[src/rtl/core/rtd_pkg.sv]
// ----------------------------------------------------------------------------
// rtd_pkg: shared types and constants for the PT100 linearizer
// Holds the resistance table, status codes and the stage-to-stage structs.
// ----------------------------------------------------------------------------
package rtd_pkg;

    localparam int TABLE_ENTRIES = 211;
    localparam int SEG_LAST      = TABLE_ENTRIES - 2;   // last segment lower index
    localparam int IDX_W         = 8;
    localparam int RES_W         = 16;
    localparam int TEMP_W        = 18;
    localparam int NUM_W         = 17;
    localparam int DEN_W         = 8;
    localparam int QUO_W         = 9;

    localparam logic [1:0] STATUS_IN    = 2'd0;
    localparam logic [1:0] STATUS_BELOW = 2'd1;
    localparam logic [1:0] STATUS_ABOVE = 2'd2;

    localparam logic signed [TEMP_W-1:0] TEMP_MIN = -18'sd20000;
    localparam logic signed [TEMP_W-1:0] TEMP_MAX = 18'sd85000;

    // resistance every 5 C from -200 C, in 0.01 ohm
    localparam logic [RES_W-1:0] RTD_ROM [0:TABLE_ENTRIES-1] = '{
        16'd1852, 16'd2068, 16'd2283, 16'd2497, 16'd2710, 16'd2922, 16'd3134, 16'd3344,
        16'd3554, 16'd3764, 16'd3972, 16'd4180, 16'd4388, 16'd4594, 16'd4800, 16'd5006,
        16'd5211, 16'd5415, 16'd5619, 16'd5823, 16'd6026, 16'd6228, 16'd6430, 16'd6631,
        16'd6833, 16'd7033, 16'd7233, 16'd7433, 16'd7633, 16'd7832, 16'd8031, 16'd8229,
        16'd8427, 16'd8625, 16'd8822, 16'd9019, 16'd9216, 16'd9412, 16'd9609, 16'd9804,
        16'd10000, 16'd10195, 16'd10390, 16'd10585, 16'd10779, 16'd10973, 16'd11167,
        16'd11361, 16'd11554, 16'd11747, 16'd11940, 16'd12132, 16'd12324, 16'd12516,
        16'd12708, 16'd12899, 16'd13090, 16'd13280, 16'd13471, 16'd13661, 16'd13851,
        16'd14040, 16'd14229, 16'd14418, 16'd14607, 16'd14795, 16'd14983, 16'd15171,
        16'd15358, 16'd15546, 16'd15733, 16'd15919, 16'd16105, 16'd16291, 16'd16477,
        16'd16663, 16'd16848, 16'd17033, 16'd17217, 16'd17402, 16'd17586, 16'd17769,
        16'd17953, 16'd18136, 16'd18319, 16'd18501, 16'd18684, 16'd18866, 16'd19047,
        16'd19229, 16'd19410, 16'd19591, 16'd19771, 16'd19951, 16'd20131, 16'd20311,
        16'd20490, 16'd20670, 16'd20848, 16'd21027, 16'd21205, 16'd21383, 16'd21561,
        16'd21738, 16'd21915, 16'd22092, 16'd22268, 16'd22445, 16'd22621, 16'd22796,
        16'd22972, 16'd23147, 16'd23321, 16'd23496, 16'd23670, 16'd23844, 16'd24018,
        16'd24191, 16'd24364, 16'd24537, 16'd24709, 16'd24881, 16'd25053, 16'd25225,
        16'd25396, 16'd25567, 16'd25738, 16'd25908, 16'd26078, 16'd26248, 16'd26418,
        16'd26587, 16'd26756, 16'd26925, 16'd27093, 16'd27261, 16'd27429, 16'd27597,
        16'd27764, 16'd27931, 16'd28098, 16'd28264, 16'd28430, 16'd28596, 16'd28762,
        16'd28927, 16'd29092, 16'd29256, 16'd29421, 16'd29585, 16'd29749, 16'd29912,
        16'd30075, 16'd30238, 16'd30401, 16'd30563, 16'd30725, 16'd30887, 16'd31049,
        16'd31210, 16'd31371, 16'd31531, 16'd31692, 16'd31852, 16'd32012, 16'd32171,
        16'd32330, 16'd32489, 16'd32648, 16'd32806, 16'd32964, 16'd33122, 16'd33279,
        16'd33436, 16'd33593, 16'd33750, 16'd33906, 16'd34062, 16'd34218, 16'd34373,
        16'd34528, 16'd34683, 16'd34838, 16'd34992, 16'd35146, 16'd35300, 16'd35453,
        16'd35606, 16'd35759, 16'd35912, 16'd36064, 16'd36216, 16'd36367, 16'd36519,
        16'd36670, 16'd36821, 16'd36971, 16'd37121, 16'd37271, 16'd37421, 16'd37570,
        16'd37719, 16'd37868, 16'd38017, 16'd38165, 16'd38313, 16'd38460, 16'd38608,
        16'd38755, 16'd38902, 16'd39048
    };

    localparam logic [RES_W-1:0] RES_LOW  = RTD_ROM[0];
    localparam logic [RES_W-1:0] RES_HIGH = RTD_ROM[TABLE_ENTRIES-1];

    function automatic logic [RES_W-1:0] rom_at(input logic [IDX_W-1:0] idx);
        logic [RES_W-1:0] v;
        v = '1;
        if (idx < IDX_W'(TABLE_ENTRIES)) begin
            v = RTD_ROM[idx];
        end
        return v;
    endfunction

    // search result: segment lower index and the sample
    typedef struct packed {
        logic              valid;
        logic [1:0]        status;
        logic [RES_W-1:0]  res;
        logic [IDX_W-1:0]  seg;
    } t_seg;

    // divider result
    typedef struct packed {
        logic                     valid;
        logic [1:0]               status;
        logic signed [TEMP_W-1:0] base;
        logic [QUO_W-1:0]         quo;
        logic                     rem_nz;
    } t_quo;

endpackage

[src/rtl/core/rtd_search.sv]
// ----------------------------------------------------------------------------
// rtd_search: pipelined binary search over the resistance table
// One index bit per stage, most significant first; finds the segment lower index.
// ----------------------------------------------------------------------------
module rtd_search (
    input  logic                      i_clk,
    input  logic                      i_rst_n,
    input  logic                      i_en,
    input  logic                      i_valid,
    input  logic [rtd_pkg::RES_W-1:0] i_res,
    output rtd_pkg::t_seg             o_seg
);
    import rtd_pkg::*;

    logic             r_valid [IDX_W];
    logic [1:0]       r_stat  [IDX_W];
    logic [RES_W-1:0] r_res   [IDX_W];
    logic [IDX_W-1:0] r_seg   [IDX_W];

    for (genvar s = 0; s < IDX_W; s++) begin : g_stage
        localparam logic [IDX_W-1:0] BIT = IDX_W'(1) << (IDX_W - 1 - s);

        logic             p_valid;
        logic [1:0]       p_stat;
        logic [RES_W-1:0] p_res;
        logic [IDX_W-1:0] p_seg;
        logic [IDX_W-1:0] cand;
        logic [IDX_W-1:0] n_seg;

        if (s == 0) begin : g_first
            always_comb begin
                p_valid = i_valid;
                p_res   = i_res;
                p_seg   = '0;
                p_stat  = STATUS_IN;
                if (i_res < RES_LOW) begin
                    p_stat = STATUS_BELOW;
                end else if (i_res > RES_HIGH) begin
                    p_stat = STATUS_ABOVE;
                end
            end
        end else begin : g_next
            assign p_valid = r_valid[s-1];
            assign p_stat  = r_stat[s-1];
            assign p_res   = r_res[s-1];
            assign p_seg   = r_seg[s-1];
        end

        assign cand = p_seg | BIT;

        // advance to the candidate when it stays in range and its entry is not above
        always_comb begin
            n_seg = p_seg;
            if (cand <= IDX_W'(SEG_LAST) && rom_at(cand) <= p_res) begin
                n_seg = cand;
            end
        end

        always_ff @(posedge i_clk) begin
            if (!i_rst_n) begin
                r_valid[s] <= 1'b0;
            end else if (i_en) begin
                r_valid[s] <= p_valid;
            end
        end

        always_ff @(posedge i_clk) begin
            if (i_en) begin
                r_stat[s] <= p_stat;
                r_res[s]  <= p_res;
                r_seg[s]  <= n_seg;
            end
        end
    end

    assign o_seg.valid  = r_valid[IDX_W-1];
    assign o_seg.status = r_stat[IDX_W-1];
    assign o_seg.res    = r_res[IDX_W-1];
    assign o_seg.seg    = r_seg[IDX_W-1];

endmodule

[src/rtl/core/rtd_div.sv]
// ----------------------------------------------------------------------------
// rtd_div: segment setup and pipelined restoring divider
// Forms (R - lo) * 500 over (hi - lo), then three quotient bits per stage.
// ----------------------------------------------------------------------------
module rtd_div (
    input  logic          i_clk,
    input  logic          i_rst_n,
    input  logic          i_en,
    input  rtd_pkg::t_seg i_seg,
    output rtd_pkg::t_quo o_quo
);
    import rtd_pkg::*;

    localparam int STAGES = 3;
    localparam int STEPS  = QUO_W / STAGES;

    // setup stage
    logic                     r_valid;
    logic [1:0]               r_stat;
    logic signed [TEMP_W-1:0] r_base;
    logic [NUM_W-1:0]         r_num;
    logic [DEN_W-1:0]         r_den;

    logic [RES_W-1:0]  lo;
    logic [RES_W-1:0]  hi;
    logic [RES_W-1:0]  diff;
    logic [IDX_W-1:0]  seg_up;

    assign seg_up = i_seg.seg + IDX_W'(1);
    assign lo     = rom_at(i_seg.seg);
    assign hi     = rom_at(seg_up);
    // out-of-range samples carry a don't-care difference; clamp it to zero
    assign diff   = (i_seg.status == STATUS_IN) ? (i_seg.res - lo) : '0;

    always_ff @(posedge i_clk) begin
        if (!i_rst_n) begin
            r_valid <= 1'b0;
        end else if (i_en) begin
            r_valid <= i_seg.valid;
        end
    end

    always_ff @(posedge i_clk) begin
        if (i_en) begin
            r_stat <= i_seg.status;
            r_num  <= NUM_W'(diff[DEN_W:0]) * NUM_W'(500);
            r_den  <= DEN_W'(hi - lo);
            r_base <= $signed({1'b0, i_seg.seg, 9'd0}) - $signed({1'b0, i_seg.seg, 3'd0})
                      - $signed({1'b0, i_seg.seg, 2'd0}) - 18'sd20000;
        end
    end

    // division stages
    logic                     d_valid [STAGES];
    logic [1:0]               d_stat  [STAGES];
    logic signed [TEMP_W-1:0] d_base  [STAGES];
    logic [NUM_W-1:0]         d_rem   [STAGES];
    logic [DEN_W-1:0]         d_den   [STAGES];
    logic [QUO_W-1:0]         d_quo   [STAGES];

    for (genvar k = 0; k < STAGES; k++) begin : g_dstage
        logic                     p_valid;
        logic [1:0]               p_stat;
        logic signed [TEMP_W-1:0] p_base;
        logic [NUM_W-1:0]         p_rem;
        logic [DEN_W-1:0]         p_den;
        logic [QUO_W-1:0]         p_quo;
        logic [NUM_W-1:0]         n_rem;
        logic [QUO_W-1:0]         n_quo;

        if (k == 0) begin : g_first
            assign p_valid = r_valid;
            assign p_stat  = r_stat;
            assign p_base  = r_base;
            assign p_rem   = r_num;
            assign p_den   = r_den;
            assign p_quo   = '0;
        end else begin : g_next
            assign p_valid = d_valid[k-1];
            assign p_stat  = d_stat[k-1];
            assign p_base  = d_base[k-1];
            assign p_rem   = d_rem[k-1];
            assign p_den   = d_den[k-1];
            assign p_quo   = d_quo[k-1];
        end

        always_comb begin
            logic [NUM_W-1:0] sub;
            n_rem = p_rem;
            n_quo = p_quo;
            for (int j = 0; j < STEPS; j++) begin
                sub = NUM_W'(p_den) << (QUO_W - 1 - k * STEPS - j);
                if (n_rem >= sub) begin
                    n_rem = n_rem - sub;
                    n_quo[QUO_W - 1 - k * STEPS - j] = 1'b1;
                end
            end
        end

        always_ff @(posedge i_clk) begin
            if (!i_rst_n) begin
                d_valid[k] <= 1'b0;
            end else if (i_en) begin
                d_valid[k] <= p_valid;
            end
        end

        always_ff @(posedge i_clk) begin
            if (i_en) begin
                d_stat[k] <= p_stat;
                d_base[k] <= p_base;
                d_rem[k]  <= n_rem;
                d_den[k]  <= p_den;
                d_quo[k]  <= n_quo;
            end
        end
    end

    assign o_quo.valid  = d_valid[STAGES-1];
    assign o_quo.status = d_stat[STAGES-1];
    assign o_quo.base   = d_base[STAGES-1];
    assign o_quo.quo    = d_quo[STAGES-1];
    assign o_quo.rem_nz = (d_rem[STAGES-1] != '0);

endmodule

[src/rtl/core/rtd_table_linearizer.sv]
// ----------------------------------------------------------------------------
// rtd_table_linearizer: PT100 resistance to temperature
// Table search plus linear interpolation, fully pipelined.
// ----------------------------------------------------------------------------
// Usage:
//   Input channel: i_valid / o_stall with i_resistance_centiohm in 0.01 ohm.
//   Output channel: o_valid / i_stall with o_temperature_centideg (0.01 C,
//   truncated toward zero) and o_range_status (0 in table, 1 below, 2 above).
//   Every sample gives exactly one result, in order.
// Pipeline: from input transfer to o_valid, eight search stages
//   (one table index bit each), one segment setup stage, three divider
//   stages (three quotient bits each) and the output register.
// Throughput: one sample per cycle unless stalled; the rate is set by
//   the per-stage table reads and the three-step divider slices.
// Stall: the whole pipeline advances together. While a result waits in
//   the output register and i_stall is high, every stage holds and o_stall
//   goes high, so nothing is dropped or repeated.
// Reset: synchronous, active low; clears all valid bits. The block keeps
//   no state between samples.
// ----------------------------------------------------------------------------
module rtd_table_linearizer (
    input  logic                              i_clk,
    input  logic                              i_rst_n,
    input  logic                              i_valid,
    output logic                              o_stall,
    input  logic [rtd_pkg::RES_W-1:0]         i_resistance_centiohm,
    output logic                              o_valid,
    input  logic                              i_stall,
    output logic signed [rtd_pkg::TEMP_W-1:0] o_temperature_centideg,
    output logic [1:0]                        o_range_status
);
    import rtd_pkg::*;

    t_seg seg;
    t_quo quo;
    logic en;

    logic                     r_valid;
    logic signed [TEMP_W-1:0] r_temp;
    logic [1:0]               r_stat;
    logic signed [TEMP_W-1:0] n_temp;

    // hold every stage while the output waits
    assign en      = !(r_valid && i_stall);
    assign o_stall = !en;

    rtd_search u_search (
        .i_clk   (i_clk),
        .i_rst_n (i_rst_n),
        .i_en    (en),
        .i_valid (i_valid),
        .i_res   (i_resistance_centiohm),
        .o_seg   (seg)
    );

    rtd_div u_div (
        .i_clk   (i_clk),
        .i_rst_n (i_rst_n),
        .i_en    (en),
        .i_seg   (seg),
        .o_quo   (quo)
    );

    // base plus quotient; below zero a nonzero remainder rounds toward zero
    always_comb begin
        n_temp = quo.base + $signed({{(TEMP_W-QUO_W){1'b0}}, quo.quo});
        if (quo.base < 0 && quo.rem_nz) begin
            n_temp = n_temp + 18'sd1;
        end
        if (quo.status == STATUS_BELOW) begin
            n_temp = TEMP_MIN;
        end else if (quo.status == STATUS_ABOVE) begin
            n_temp = TEMP_MAX;
        end
    end

    always_ff @(posedge i_clk) begin
        if (!i_rst_n) begin
            r_valid <= 1'b0;
        end else if (en) begin
            r_valid <= quo.valid;
        end
    end

    always_ff @(posedge i_clk) begin
        if (en) begin
            r_temp <= n_temp;
            r_stat <= quo.status;
        end
    end

    assign o_valid                = r_valid;
    assign o_temperature_centideg = r_temp;
    assign o_range_status         = r_stat;

`ifndef SYNTH
    a_temp_range: assert property (@(posedge i_clk) disable iff (!i_rst_n)
        o_valid |-> (o_temperature_centideg >= TEMP_MIN && o_temperature_centideg <= TEMP_MAX))
        else $error("temperature out of table range");

    a_status_code: assert property (@(posedge i_clk) disable iff (!i_rst_n)
        o_valid |-> (o_range_status != 2'd3))
        else $error("invalid range status");

    a_clamp_below: assert property (@(posedge i_clk) disable iff (!i_rst_n)
        (o_valid && o_range_status == STATUS_BELOW) |-> (o_temperature_centideg == TEMP_MIN))
        else $error("below-range sample not clamped");

    a_stall_hold: assert property (@(posedge i_clk) disable iff (!i_rst_n)
        o_stall |=> (o_valid && $stable(o_temperature_centideg) && $stable(o_range_status)))
        else $error("pipeline moved during stall");
`endif

endmodule

[config.mk]
export PLATFORM = sky130hd
export DESIGN_NAME = rtd_table_linearizer
export DESIGN_NICKNAME = d
export VERILOG_FILES = /design/src/rtl/core/rtd_pkg.sv /design/src/rtl/core/rtd_search.sv /design/src/rtl/core/rtd_div.sv /design/src/rtl/core/rtd_table_linearizer.sv
export SDC_FILE = /design/constraint.sdc
export NUM_CORES = 2
export LEC_CHECK = 0
export ABC_AREA = 1
export BUFFER_PORTS_ARGS = -buffer_cell sky130_fd_sc_hd__clkbuf_2
export CAP_MARGIN = 10
export CORE_MARGIN = 8
export CORE_UTILIZATION = 50
export DETAILED_ROUTE_END_ITERATION = 10
export PLACE_DENSITY = 0.68
export SYNTH_ARGS = -nofsm -noshare
export SYNTH_HDL_FRONTEND = slang
export SYNTH_SLANG_ARGS = --single-unit
export TNS_END_PERCENT = 20
[constraint.sdc]
create_clock -name i_clk -period 17.2 [get_ports i_clk]
set_input_delay 1.72 -clock i_clk [delete_from_list [all_inputs] [get_ports i_clk]]
set_output_delay 1.72 -clock i_clk [all_outputs]
set_load 0.03 [all_outputs]
==> results.md <==
- Cts hold-fix bufs: 0
- Global-route wire length before repair: 154000 um
- Final period util: 54.1%
- Sequential fraction of the synthesis area: 35.1%
- Starting density of the core: 50.5%
- Clk sink count: 382
- Worst hold path type: flip-flop to flip-flop
- P&R area growth vs syn: 8.29%
- Worst-path clk slew: 0.08 ns
- Number of synthesized register bits: 382
- Setup crit end kind: flip-flop
- RSZ-0062 raised after global routing: no
- MaxCap Viol Count: 0
- NumNets Final: 4484
- Share of cells above drive strength 1: 6.19%
- Core Area: 64500 um2
- Port bufs: 41
- Dpl ws: 8.02 ns
- Startpoint types: flip-flop
- Final WS setup: 7.89 ns
- Syn_nets: 4496
- Vias after detailed routing: 29.3k
- Worst path arrival time: 9.67 ns
- Pin count of the biggest net entering global routing: 149
- Top_reg_cell synth: edfxtp_1
- Status: finished, final reports clean
- DR iter-0 viols: 2866
- Synth Warn #: 0
- CTS tree: yes
- Post-synth EDFFs: 378
- Final Critical Period: 9.31 ns
- Max incr delay on CP: 0.77 ns
- Unique cell type count in the Yosys netlist: 73
- Avg Cell Area, Syn: 7.92 um2
- Total wire length: 96200 um
- GR Overflow Total: 0
- Num rows: 93
- Post-Syn Instances: 4111
- Final Hold Viols: 0
- GRT Total Usage: 25.5%
- Root Buffer: clkbuf_16
- CP Max Fanout: 16
- Detail Placement HPWL: 72100 um
- Finished Cell Area: 35300 um2
- Die area: 73500 um2
- Fmax: 107 MHz
- Pre-antenna DRT Iters: 6
- Clock Skew: 0.0326 ns
- Post-CTS setup buffer count: 0
- Rel. slew slack: 28.3%
- Final Setup Violations: 0
- Post-CTS Resized: 0
- CTS max path bufs: 3
- Post-Syn Area: 32600 um2
- Worst-Skew Late Latency: 0.61 ns
- Htree depth: 2
- Placed cell areas: 33600 um2
- Initial antenna violation count: 0
- Crit path top cell by count: inv_1
- Vias per cell: 5.86
- GPL Wtd Cong: 1.01
- Post-synthesis async set-or-reset flop share: 0%
- Post-DR wirelength/cell: 19.3 um
- Ports: 42
- Worst Path Required: 17.56 ns
- Slowest CP cell: edfxtp_1
- CTS Buf Count: 46
- Worst-Margin Slew: 1.08 ns
- Final setup TNS: 0 ns
- Final Slew Violations: 0
- Vias in the first global route: 28.2k
- DR DRC count: 0
- Critical path type: flip-flop to flip-flop
- Detail Route Antenna Nets: 0
- Die Y-Extent: 271 um
- Chip width: 271 um
## Yosys cell counts, types with 7 or more instances
cell       number  share of area (%)
xnor2_1        42                1.1
buf_1          13               0.15
o221ai_1       30               0.81
nand3b_1        7               0.16
inv_2          11               0.13
a21oi_1       265                4.1
a22oi_1        11               0.25
edfxtp_1      378                 35
nor2_2         10               0.19
o21ai_0       316                4.9
o31ai_1        21               0.48
ha_1          330                 13
nand3_1       249                3.8
nor2_1        391                4.5
o211ai_1       68                1.6
xor2_1         79                2.1
nand2_4         7               0.24
a221oi_1       10               0.27
inv_1         599                6.9
o21ai_2        10               0.27
or2_2          16               0.31
fa_1           35                2.2
o21bai_1       12               0.28
a211oi_1       17               0.39
o2111ai_1      13               0.35
a21oi_2         7               0.19
nor3_1         72                1.1
clkinv_1       12               0.14
a31oi_1        37               0.71
clkbuf_1      111                1.3
o22ai_1        13               0.25
o311ai_0       33               0.89
nand3_2         8               0.25
nand2_1       720                8.3
nand4_1        46               0.88
a311oi_1        7               0.19
nand2_2        15               0.29
o32ai_1         9               0.24
## state kept, by name (all words and copies together) (netlist names)
register	cells
u_search.r_seg	36
u_div.g_dstage.p_valid	1
u_div.d_valid	3
u_div.g_dstage.p_stat	2
u_div.g_dstage.p_base	16
u_search.r_valid	8
u_div.g_dstage.p_rem	15
u_search.r_stat	16
o_range_status	2
u_div.d_base	48
u_div.d_stat	6
u_div.d_rem	47
o_valid	1
u_div.d_den	16
u_div.g_dstage.p_den	8
u_search.r_res	121
u_div.d_quo	18
o_temperature_centideg	18
## worst paths after layout
check	start	to	slack (ns)	depth (start not counted)
setup reg to reg	u_search.r_seg[1][25]	u_div.g_dstage[0].p_rem[15]	7.89	35
hold / removal	u_div.g_dstage[0].p_base[15]	u_div.d_base[0][15]	0.41	0
hold reg to reg	u_div.g_dstage[0].p_base[15]	u_div.d_base[0][15]	0.41	0
setup / recovery	u_search.r_seg[1][25]	u_div.g_dstage[0].p_rem[15]	7.89	35
## critical path, delay by kind of cell (launching register included)
kind | cells | cell delay [ns]
AOI/OAI and AO/OA | 10 | 1.83
buffers and inverters | 8 | 0.85
adders and majority gates | 6 | 3.04
DFF | 1 | 0.77
xor gates and xnor gates | 2 | 0.29
and+or+nand+nor | 9 | 2.27
## metal layers
layer  track usage [%]  up-vias  wire length (um)  part of all wire, %
li1                  -    14164                 -                    -
met4              11.7        0              4940                  5.1
met1              31.9    13451             38800                   40
met5                 0        -                 0                    0
met3              4.07      353              6940                  7.2
met2              43.3     1306             45500                   47
## layout by cell type (no fill, tap or decap), types with 8 or more instances in the layout
cell         n
or2_2       16
a211oi_1    17
nand2_1    718
o21ai_0    316
xor2_1      77
inv_1      599
nand4_1     46
o2111ai_1   13
xnor2_1     42
a31oi_1     37
fa_1        35
o221ai_1    30
nor2_1     391
o22ai_1     13
nand2_4      8
o21bai_1    12
nor3_1      72
ha_1       330
o311ai_0    33
inv_2       11
clkbuf_16   46
o31ai_1     21
bufinv_16    9
clkinv_1    14
a21oi_1    265
edfxtp_1   378
o32ai_1      9
a221oi_1    10
o211ai_1    68
o21ai_2     10
nand3_2      8
clkinv_2    10
clkbuf_2    41
nor2_2      10
nand2_2     16
a22oi_1     11
nand3_1    249
buf_4       31
## per-stage QoR
step	utilization [%]	hold slack [ns]	instances
floorplan	-	0.400	4111
global placement	52.1	0.400	4906
detailed placement	52.1	0.405	4906
CTS	54.7	0.416	4992
global route	54.7	0.418	4992
finish	54.7	0.411	4993
## final cells by class
class	count	area [um2]
fillers	6047	29200
multi-input cells	2974	18300
flip-flops and latches	382	11400
inverters	622	2330
clock buffers	48	1160
well taps	855	1070
clock inverters	38	510
repair buffers	73	458
diodes	1	2.50
## cells by family (layout without fill, tap and decap cells)
kind of cell | count (synthesis) | in the layout | synth area share, %
xor+xnor | 121 | 121 | 3.26
fa+ha+maj | 365 | 365 | 14.8
buf+inv | 755 | 781 | 8.82
simple gates | 1570 | 1570 | 20.9
mux | 1 | 1 | 0.0307
other cells | 0 | 1 | 0
flops | 382 | 382 | 35.1
compound gates | 917 | 917 | 17.0
Power is not shown: default switching activity piles up to over one toggle a cycle in this logic, so the estimate is an artifact.
